--- src/rtl/sha256_byte_stream_hasher_defines.svh ---
// Assertion helpers shared by the hasher modules.
`ifndef SHA256_BYTE_STREAM_HASHER_DEFINES_SVH
`define SHA256_BYTE_STREAM_HASHER_DEFINES_SVH

// Check a consequence in the same cycle as its cause.
`define S256H_ASSERT_SAME(label, ante, cons, msg) \
  label: assert property (@(posedge clk) disable iff (rst) (ante) |-> (cons)) \
    else $error(msg);

// Check a consequence in the cycle after its cause.
`define S256H_ASSERT_NEXT(label, ante, cons, msg) \
  label: assert property (@(posedge clk) disable iff (rst) (ante) |=> (cons)) \
    else $error(msg);

`endif

--- src/rtl/s256h_pkg.sv ---
package s256h_pkg;

  localparam int QueueDepthDefault = 4;

  localparam logic [7:0] PAD_BYTE  = 8'h80;
  localparam logic [1:0] LAST_PART = 2'd3;

  localparam logic [31:0] ROUND_K [64] = '{
    32'h428a2f98, 32'h71374491, 32'hb5c0fbcf, 32'he9b5dba5,
    32'h3956c25b, 32'h59f111f1, 32'h923f82a4, 32'hab1c5ed5,
    32'hd807aa98, 32'h12835b01, 32'h243185be, 32'h550c7dc3,
    32'h72be5d74, 32'h80deb1fe, 32'h9bdc06a7, 32'hc19bf174,
    32'he49b69c1, 32'hefbe4786, 32'h0fc19dc6, 32'h240ca1cc,
    32'h2de92c6f, 32'h4a7484aa, 32'h5cb0a9dc, 32'h76f988da,
    32'h983e5152, 32'ha831c66d, 32'hb00327c8, 32'hbf597fc7,
    32'hc6e00bf3, 32'hd5a79147, 32'h06ca6351, 32'h14292967,
    32'h27b70a85, 32'h2e1b2138, 32'h4d2c6dfc, 32'h53380d13,
    32'h650a7354, 32'h766a0abb, 32'h81c2c92e, 32'h92722c85,
    32'ha2bfe8a1, 32'ha81a664b, 32'hc24b8b70, 32'hc76c51a3,
    32'hd192e819, 32'hd6990624, 32'hf40e3585, 32'h106aa070,
    32'h19a4c116, 32'h1e376c08, 32'h2748774c, 32'h34b0bcb5,
    32'h391c0cb3, 32'h4ed8aa4a, 32'h5b9cca4f, 32'h682e6ff3,
    32'h748f82ee, 32'h78a5636f, 32'h84c87814, 32'h8cc70208,
    32'h90befffa, 32'ha4506ceb, 32'hbef9a3f7, 32'hc67178f2
  };

  localparam logic [31:0] HASH_IV [8] = '{
    32'h6a09e667, 32'hbb67ae85, 32'h3c6ef372, 32'ha54ff53a,
    32'h510e527f, 32'h9b05688c, 32'h1f83d9ab, 32'h5be0cd19
  };

  // One queued item.
  typedef struct packed {
    logic [7:0] data_byte;
    logic       byte_present;
    logic       end_of_message;
  } item_t;

  // Which block the schedule window is loaded with.
  typedef enum logic [2:0] {
    LOAD_DATA = 3'b001,
    LOAD_PAD1 = 3'b010,
    LOAD_PAD2 = 3'b100
  } load_mode_t;

  typedef enum logic [5:0] {
    ST_IDLE  = 6'b000001,
    ST_PAD   = 6'b000010,
    ST_LOAD  = 6'b000100,
    ST_ROUND = 6'b001000,
    ST_ADD   = 6'b010000,
    ST_DONE  = 6'b100000
  } core_state_t;

endpackage

--- src/rtl/s256h_queue.sv ---
`include "sha256_byte_stream_hasher_defines.svh"

module s256h_queue
  import s256h_pkg::*;
#(
  parameter int DEPTH = QueueDepthDefault
) (
  input  logic        clk,
  input  logic        rst,
  input  logic        s_tvalid,
  output logic        s_tready,
  input  logic [7:0]  s_tdata,   // data_byte
  input  logic [0:0]  s_tuser,   // byte_present
  input  logic        s_tlast,   // end_of_message
  output item_t       item,
  output logic        item_valid,
  input  logic        item_pop
);

  localparam int PtrW = (DEPTH > 2) ? $clog2(DEPTH) : 1;
  localparam int CntW = $clog2(DEPTH + 1);

  item_t            entries [DEPTH];
  logic [PtrW-1:0]  wr_ptr;
  logic [PtrW-1:0]  rd_ptr;
  logic [CntW-1:0]  count;
  logic             push;

  // Drop items that carry neither a byte nor an end mark.
  assign s_tready   = (count != CntW'(DEPTH));
  assign push       = s_tvalid && s_tready && (s_tuser[0] || s_tlast);
  assign item_valid = (count != '0);
  assign item       = entries[rd_ptr];

  always_ff @(posedge clk) begin
    if (push) begin
      entries[wr_ptr] <= '{data_byte: s_tdata, byte_present: s_tuser[0],
                           end_of_message: s_tlast};
    end
  end

  always_ff @(posedge clk) begin
    if (rst) begin
      wr_ptr <= '0;
      rd_ptr <= '0;
      count  <= '0;
    end else begin
      if (push) begin
        wr_ptr <= (wr_ptr == PtrW'(DEPTH - 1)) ? '0 : wr_ptr + 1'b1;
      end
      if (item_pop) begin
        rd_ptr <= (rd_ptr == PtrW'(DEPTH - 1)) ? '0 : rd_ptr + 1'b1;
      end
      if (push && !item_pop) begin
        count <= count + 1'b1;
      end else if (!push && item_pop) begin
        count <= count - 1'b1;
      end
    end
  end

  `S256H_ASSERT_SAME(a_count_bound, 1'b1, count <= CntW'(DEPTH), "queue count beyond depth")
  `S256H_ASSERT_SAME(a_no_underflow, item_pop, item_valid, "pop from empty queue")
  `S256H_ASSERT_NEXT(a_count_up, push && !item_pop, count == $past(count) + 1'b1, "queue count lost a push")

endmodule

--- src/rtl/s256h_core.sv ---
`include "sha256_byte_stream_hasher_defines.svh"

module s256h_core
  import s256h_pkg::*;
(
  input  logic         clk,
  input  logic         rst,
  input  item_t        item,
  input  logic         item_valid,
  output logic         item_pop,
  output logic [255:0] digest,
  output logic         digest_valid,
  input  logic         digest_ready
);

  function automatic logic [31:0] rotr(input logic [31:0] x, input int unsigned n);
    return (x >> n) | (x << (32 - n));
  endfunction

  core_state_t  state;
  core_state_t  state_next;
  load_mode_t   mode;
  logic         pend_end;
  logic         two_blocks;
  logic [3:0]   pad_word;
  logic [5:0]   fill;
  logic [63:0]  bits;
  logic [5:0]   round;
  logic [31:0]  h   [8];
  logic [31:0]  v   [8];
  logic [31:0]  w   [16];
  logic [31:0]  blk [16];
  logic [31:0]  lw  [16];

  logic         blk_we;
  logic [7:0]   blk_byte;
  logic [4:0]   lane_sh;
  logic [31:0]  t1;
  logic [31:0]  t2;
  logic [31:0]  w_new;

  assign lane_sh = {~fill[1:0], 3'b000};
  assign item_pop     = (state == ST_IDLE) && item_valid;
  assign digest_valid = (state == ST_DONE);
  assign digest = {h[0], h[1], h[2], h[3], h[4], h[5], h[6], h[7]};

  // Byte write into the block buffer: pad byte in ST_PAD, message bytes otherwise.
  assign blk_we   = (item_pop && item.byte_present) || (state == ST_PAD);
  assign blk_byte = (state == ST_PAD) ? PAD_BYTE : item.data_byte;

  // Schedule window load value: plain block, padded block, or length-only block.
  always_comb begin
    for (int i = 0; i < 16; i++) begin
      case (mode)
        LOAD_DATA: lw[i] = blk[i];
        LOAD_PAD1: lw[i] = (4'(i) > pad_word) ? 32'h0 : blk[i];
        LOAD_PAD2: lw[i] = 32'h0;
        default:   lw[i] = blk[i];
      endcase
    end
    if ((mode == LOAD_PAD2) || ((mode == LOAD_PAD1) && !two_blocks)) begin
      lw[14] = bits[63:32];
      lw[15] = bits[31:0];
    end
  end

  // One compression round and one schedule step.
  always_comb begin
    t1 = v[7] + (rotr(v[4], 6) ^ rotr(v[4], 11) ^ rotr(v[4], 25))
       + ((v[4] & v[5]) ^ (~v[4] & v[6])) + ROUND_K[round] + w[0];
    t2 = (rotr(v[0], 2) ^ rotr(v[0], 13) ^ rotr(v[0], 22))
       + ((v[0] & v[1]) ^ (v[0] & v[2]) ^ (v[1] & v[2]));
    w_new = w[0] + (rotr(w[1], 7) ^ rotr(w[1], 18) ^ (w[1] >> 3)) + w[9]
          + (rotr(w[14], 17) ^ rotr(w[14], 19) ^ (w[14] >> 10));
  end

  always_comb begin
    state_next = state;
    case (state)
      ST_IDLE: begin
        if (item_valid) begin
          if (item.byte_present && (fill == 6'd63)) begin
            state_next = ST_LOAD;
          end else if (item.end_of_message) begin
            state_next = ST_PAD;
          end
        end
      end
      ST_PAD:   state_next = ST_LOAD;
      ST_LOAD:  state_next = ST_ROUND;
      ST_ROUND: if (round == 6'd63) state_next = ST_ADD;
      ST_ADD: begin
        case (mode)
          LOAD_DATA: state_next = pend_end ? ST_PAD : ST_IDLE;
          LOAD_PAD1: state_next = two_blocks ? ST_LOAD : ST_DONE;
          LOAD_PAD2: state_next = ST_DONE;
          default:   state_next = ST_DONE;
        endcase
      end
      ST_DONE:  if (digest_ready) state_next = ST_IDLE;
      default:  state_next = ST_IDLE;
    endcase
  end

  // Block buffer holds no reset; the first byte of each word overwrites it.
  always_ff @(posedge clk) begin
    if (blk_we) begin
      if (fill[1:0] == 2'd0) begin
        blk[fill[5:2]] <= {blk_byte, 24'h0};
      end else begin
        blk[fill[5:2]][lane_sh +: 8] <= blk_byte;
      end
    end
  end

  always_ff @(posedge clk) begin
    case (state)
      ST_LOAD: begin
        w <= lw;
        v <= h;
      end
      ST_ROUND: begin
        for (int i = 0; i < 15; i++) w[i] <= w[i + 1];
        w[15] <= w_new;
        v[7] <= v[6];
        v[6] <= v[5];
        v[5] <= v[4];
        v[4] <= v[3] + t1;
        v[3] <= v[2];
        v[2] <= v[1];
        v[1] <= v[0];
        v[0] <= t1 + t2;
      end
      default: ;
    endcase
  end

  always_ff @(posedge clk) begin
    if (rst) begin
      state      <= ST_IDLE;
      mode       <= LOAD_DATA;
      pend_end   <= 1'b0;
      two_blocks <= 1'b0;
      pad_word   <= '0;
      fill       <= '0;
      bits       <= '0;
      round      <= '0;
      h          <= HASH_IV;
    end else begin
      state <= state_next;
      case (state)
        ST_IDLE: begin
          if (item_valid) begin
            pend_end <= item.end_of_message;
            mode     <= LOAD_DATA;
            if (item.byte_present) begin
              fill <= fill + 1'b1;
              bits <= bits + 64'd8;
            end
          end
        end
        ST_PAD: begin
          pad_word   <= fill[5:2];
          two_blocks <= (fill[5:3] == 3'b111);
          mode       <= LOAD_PAD1;
          pend_end   <= 1'b0;
        end
        ST_LOAD:  round <= '0;
        ST_ROUND: round <= round + 1'b1;
        ST_ADD: begin
          for (int i = 0; i < 8; i++) h[i] <= h[i] + v[i];
          if ((mode == LOAD_PAD1) && two_blocks) mode <= LOAD_PAD2;
        end
        ST_DONE: begin
          if (digest_ready) begin
            h    <= HASH_IV;
            fill <= '0;
            bits <= '0;
          end
        end
        default: ;
      endcase
    end
  end

  `S256H_ASSERT_SAME(a_round_wrap, state == ST_ADD, round == 6'd0, "add-back before 64 rounds")
  `S256H_ASSERT_NEXT(a_pad_to_load, state == ST_PAD, state == ST_LOAD && mode == LOAD_PAD1, "pad step did not load padded block")
  `S256H_ASSERT_NEXT(a_finish_clears, digest_valid && digest_ready, state == ST_IDLE && fill == 6'd0 && bits == 64'd0, "message state not cleared after digest")

endmodule

--- src/rtl/sha256_byte_stream_hasher.sv ---
// Byte input: one item per cycle while the queue has room; the idle core pops one byte a cycle.
// Each 64-byte block is compressed in steps: load, 64 rounds, add-back.
// The end item adds one final padded block, or two when the last block holds 56 bytes or more.
// Digest: four parts, back to back while m_tready is high; the next message may fill meanwhile.
// Synchronous active-high reset: initial hash value, empty block, zero bit count, empty queue.
module sha256_byte_stream_hasher
  import s256h_pkg::*;
#(
  parameter int QUEUE_DEPTH = QueueDepthDefault
) (
  input  logic        clk,
  input  logic        rst,
  input  logic        s_tvalid,
  output logic        s_tready,
  input  logic [7:0]  s_tdata,   // data_byte
  input  logic [0:0]  s_tuser,   // byte_present
  input  logic        s_tlast,   // end_of_message
  output logic        m_tvalid,
  input  logic        m_tready,
  output logic [63:0] m_tdata,   // digest_part
  output logic [1:0]  m_tuser,   // part_index
  output logic        m_tlast    // last_part
);

  item_t          item;
  logic           item_valid;
  logic           item_pop;
  logic [255:0]   digest;
  logic           digest_valid;
  logic           digest_ready;

  // Output stage: a digest buffer that shifts out one 64-bit part per item.
  logic [255:0]   dig_buf;
  logic [1:0]     part;
  logic           out_busy;

  // Front: take items into a short queue, dropping empty ones.
  s256h_queue #(
    .DEPTH (QUEUE_DEPTH)
  ) u_queue (
    .clk        (clk),
    .rst        (rst),
    .s_tvalid   (s_tvalid),
    .s_tready   (s_tready),
    .s_tdata    (s_tdata),
    .s_tuser    (s_tuser),
    .s_tlast    (s_tlast),
    .item       (item),
    .item_valid (item_valid),
    .item_pop   (item_pop)
  );

  // Back: pack bytes, compress blocks, pad and finish.
  s256h_core u_core (
    .clk          (clk),
    .rst          (rst),
    .item         (item),
    .item_valid   (item_valid),
    .item_pop     (item_pop),
    .digest       (digest),
    .digest_valid (digest_valid),
    .digest_ready (digest_ready)
  );

  // Accept a finished digest only once the previous one has fully drained.
  assign digest_ready = !out_busy;

  assign m_tvalid = out_busy;
  assign m_tdata  = dig_buf[255:192];
  assign m_tuser  = part;
  assign m_tlast  = (part == LAST_PART);

  // Hold the digest payload; advance one part per accepted item.
  always_ff @(posedge clk) begin
    if (digest_valid && digest_ready) begin
      dig_buf <= digest;
    end else if (m_tvalid && m_tready) begin
      dig_buf <= {dig_buf[191:0], 64'h0};
    end
  end

  always_ff @(posedge clk) begin
    if (rst) begin
      out_busy <= 1'b0;
      part     <= '0;
    end else if (digest_valid && digest_ready) begin
      out_busy <= 1'b1;
      part     <= '0;
    end else if (m_tvalid && m_tready) begin
      part <= part + 1'b1;
      if (part == LAST_PART) begin
        out_busy <= 1'b0;
      end
    end
  end

endmodule
--- config.mk ---
export PLATFORM = sky130hd
export DESIGN_NAME = sha256_byte_stream_hasher
export DESIGN_NICKNAME = d
export VERILOG_FILES = /design/src/rtl/s256h_pkg.sv /design/src/rtl/s256h_queue.sv /design/src/rtl/s256h_core.sv /design/src/rtl/sha256_byte_stream_hasher.sv
export VERILOG_INCLUDE_DIRS = /design/src /design/src/rtl
export SDC_FILE = /design/constraint.sdc
export NUM_CORES = 2
export LEC_CHECK = 0
export ABC_AREA = 1
export BUFFER_PORTS_ARGS = -buffer_cell sky130_fd_sc_hd__buf_2
export CAP_MARGIN = 10
export CORE_ASPECT_RATIO = 1.1
export CORE_UTILIZATION = 35
export DETAILED_ROUTE_END_ITERATION = 8
export PLACE_DENSITY_LB_ADDON = 0.2
export SETUP_SLACK_MARGIN = 0.4
export SLEW_MARGIN = 20
export SYNTH_ARGS = -nofsm -noshare
export SYNTH_HDL_FRONTEND = slang
export SYNTH_SLANG_ARGS = --single-unit
--- constraint.sdc ---
create_clock -name clk -period 25.8 [get_ports clk]
set_clock_uncertainty 0.15 [all_clocks]
set_input_delay 3.87 -clock clk [delete_from_list [all_inputs] [get_ports clk]]
set_output_delay 3.87 -clock clk [all_outputs]
set_load 0.02 [all_outputs]
==> metrics.md <==
| Metric | Value |
|---|---|
| Asr flop ratio synth | `0` |
| Final HPWL DP | `369600 microns` |
| Worst EP required | `between 20 and 30 ns` |
| First-pass GRT wire length | `around 680000 microns` |
| Area leader, netlist | `edfxtp_1` |
| Rel. slew slack | `0.1727` |
| Via count | `slightly above 90000` |
| Post-cts sizing count | `0` |
| Number of max-cap violations | `0` |
| Most used DFF post-synth | `edfxtp_1` |
| Crit share post-route | `0.3731` |
| Most frequent cells in the layout | `3380 x nand2_1, 1576 x edfxtp_1, 1357 x inv_1` |
| Width of the die | `between 500 and 600 microns` |
| Crit-path max cell delay | `between 0.8 and 0.9 ns` |
| Initial antenna violation count | `14` |
| Max FO, Critical Path | `16` |
| Worst vdd ir | `about 0.000066 V` |
| PwrDens | `69.84 nW/um^2` |
| Seq/Total Area, Yosys | `0.4943` |
| Area delta synth->final | `11.17%` |
| Met2 usage | `0.5236` |
| CP Capture Type | `register` |
| Vias in the first global route | `roughly 90000` |
| Worst setup SP type | `register` |
| WL per Instance | `around 28 microns` |
| Die height | `just under 600 microns` |
| Grt peak-use layer | `met2` |
| Synth Instances | `12847` |
| Tightest Pin Transition | `1.241 ns` |
| HP Class | `reg -> reg` |
| Remaining global-route overflow | `0` |
| Count of cell types in the netlist | `64` |
| Slew Viols, Final | `0` |
| Starting density of the core | `0.3527` |
| FP Rows | `between 200 and 250` |
| Lkg Pwr | `between 40 and 50 nW` |
| Post-Syn Nets | `between 10000 and 15000` |
| Post-Route Utilization | `0.3921` |
| Worst skew pair latency | `0.96 ns` |
| EDFF count, synth | `1576` |
| Reg clk slew, reported paths | `approximately 0.06 ns` |
| Final GP Congestion | `just over 1` |
| Top cells by area, synth | `edfxtp_1 43%, nand2_1 12%, dfxtp_1 6.5%` |
| Met3 GRT Util | `0.03438` |
| Placed insts | `about 17000` |
| Post-route ant nets | `0` |
| Post-Route Setup TNS | `0 ns` |
| CTS tree | `yes` |
| Post-synth top area share | `0.4296` |
| Final worst slack | `approximately 16 ns` |
| Max Fclk | `around 100 MHz` |
| Initial DRC count | `roughly 7800` |
| Clock Tree Root | `clkbuf_16` |
| Unrepaired setup endpoints after global routing | `false` |
| Cell Area, Synth | `110200 sq um` |
| Fraction of layout instances using a drive strength above 1 | `0.05410` |
| Total wire length | `482400 microns` |
| Final net count | `approximately 13000` |
| Die area | `317000 sq um` |
| Clock H-tree levels | `4` |
| Post-CTS setup buffers | `0` |
| Final setup viols | `0` |
| Commonest non-fill, non-tap cell in the layout | `nand2_1` |
| Port Buf Inserts | `slightly above 80` |
| Clk buf depth | `4` |
| Register bit total from synthesis | `between 1500 and 2000` |
| Data arrival, critical path | `10.10 ns` |
| Largest net degree at the start of global routing | `~230` |
| Slowest stage cell, crit path | `a32oi_1` |
| Non-Filler Instances | `approximately 17000` |
| Ports | `83` |
| Post-Place Setup Slack | `~16 ns` |
| Total core area | `312300 sq um` |
| CP Class | `reg -> reg` |
| TritonCTS buffer count | `around 220` |
| Fin. Hold Viols | `0` |
| Status | `finished, final reports clean` |
| Clk sinks | `1932` |
| Via/cell ratio | `around 5.4` |
| Hold-fix buffers, CTS | `0` |
| Synth warnings | `0` |
| Period minus WS final | `a little under 10 ns` |
| Met1 usage | `0.3307` |
| Syn avg cell area | `~8.6 sq um` |
| TritonRoute pass-1 iters | `9` |
| # DRC | `0` |
| Total Routing Usage GR | `0.2998` |
-- path summary, 6_finish.rpt --
check	depth (start not counted)	to	slack, ns	from
setup / recovery	35	u_core.v[251]$_DFFE_PP_	16.17	u_core.round[1]$_SDFFE_PP0P_
hold / removal	2	u_core.w[196]$_DFFE_PP_	0.31	u_core.w[164]$_DFFE_PP_
setup reg to reg	35	u_core.v[251]$_DFFE_PP_	16.17	u_core.round[1]$_SDFFE_PP0P_
hold reg to reg	2	u_core.w[196]$_DFFE_PP_	0.31	u_core.w[164]$_DFFE_PP_
-- sequential cells by signal (all words and copies together) (netlist names), 4 cells and up, named ones only --
signal and count:
u_core.digest 256, u_core.state 6, u_core.w 512, u_core.pad_word 4, u_core.fill 6, u_core.round 6, u_queue.entries 40, u_core.blk 512
u_core.bits 61, u_core.v 256, dig_buf 256
-- metal layers --
| metal | vias to the layer above | wire length, microns |
|---|---|---|
| met1 | 44675 | 177000 |
| met5 | - | 28 |
| met2 | 3266 | 237500 |
| li1 | 42956 | - |
| met3 | 1135 | 22730 |
| met4 | 4 | 45150 |
-- layout make-up --
| cell class | count | area, sq um |
|---|---|---|
| Tap cell | 4123 | 5159 |
| Clock inverter | 141 | 1458 |
| Timing Repair Buffer | 253 | 1818 |
| Clock buffer | 269 | 5978 |
| Inverter | 1366 | 5157 |
| Sequential cell | 1932 | 54460 |
| Multi-Input combinational cell | 8978 | 48410 |
| Antenna cell | 10 | 25.02 |
| Fill cell | 31852 | 189900 |
-- critical path, delay by kind of cell, from the launching register on --
family	cells	cell delay [ns]
buffers and inverters	7	0.84
AO/OA/AOI/OAI	4	1.63
flip-flops	1	0.78
AND/OR/NAND/NOR	15	1.91
XOR/XNOR	1	0.38
adder cells (fa/ha/maj)	8	3.63
-- report_power, final --
group	total [mW]	switching (mW)	internal [mW]	leakage (nW)
combinational	1.67	1.21	0.459	29.3
sequential	3.58	0.0834	3.50	15.8
clock	3.30	1.41	1.89	3.60
-- cell families (layout without fill, tap and decap cells) --
kind of cell / after synthesis / after routing / share of synthesized area
compound gates: 2293 / 2293 / 0.1121
xor+xnor: 347 / 347 / 0.02759
fa+ha+maj: 624 / 624 / 0.08378
buf+inv: 1937 / 2029 / 0.06895
flops: 1932 / 1932 / 0.4943
mux: 2 / 2 / 0.0001931
other cells: 0 / 10 / 0
simple gates: 5712 / 5712 / 0.2131
-- through the flow --
| stage | power (mW) | hold WS [ns] | instance area [sq um] |
|---|---|---|---|
| 2_1_floorplan | 4.665 | 0.2942 | 110200 |
| 3_3_place_gp | 5.302 | 0.3142 | 114900 |
| 3_5_place_dp | 5.294 | 0.3208 | 115000 |
| 4_1_cts | 8.582 | 0.3023 | 122400 |
| 5_1_grt | 8.865 | 0.3560 | 122400 |
| 6_report | 8.553 | 0.3108 | 122500 |
-- cell usage after synthesis (21+ instances only) --
master and number:
a21boi_0 24, a21o_1 45, a21oi_1 856, a31oi_1 36
buf_1 56, buf_2 67, buf_4 64, clkbuf_1 384
dfxtp_1 356, edfxtp_1 1576, fa_1 196, ha_1 408
inv_1 1359, nand2_1 3385, nand3_1 965, nand3b_1 34
nand4_1 129, nor2_1 989, nor3_1 132, nor4_1 25
o211ai_1 47, o21a_1 34, o21ai_0 1056, o21bai_1 62
o22ai_1 51, or2_2 21, xnor2_1 140, xor2_1 207
Note: power is estimated with default switching activity, not from simulation.
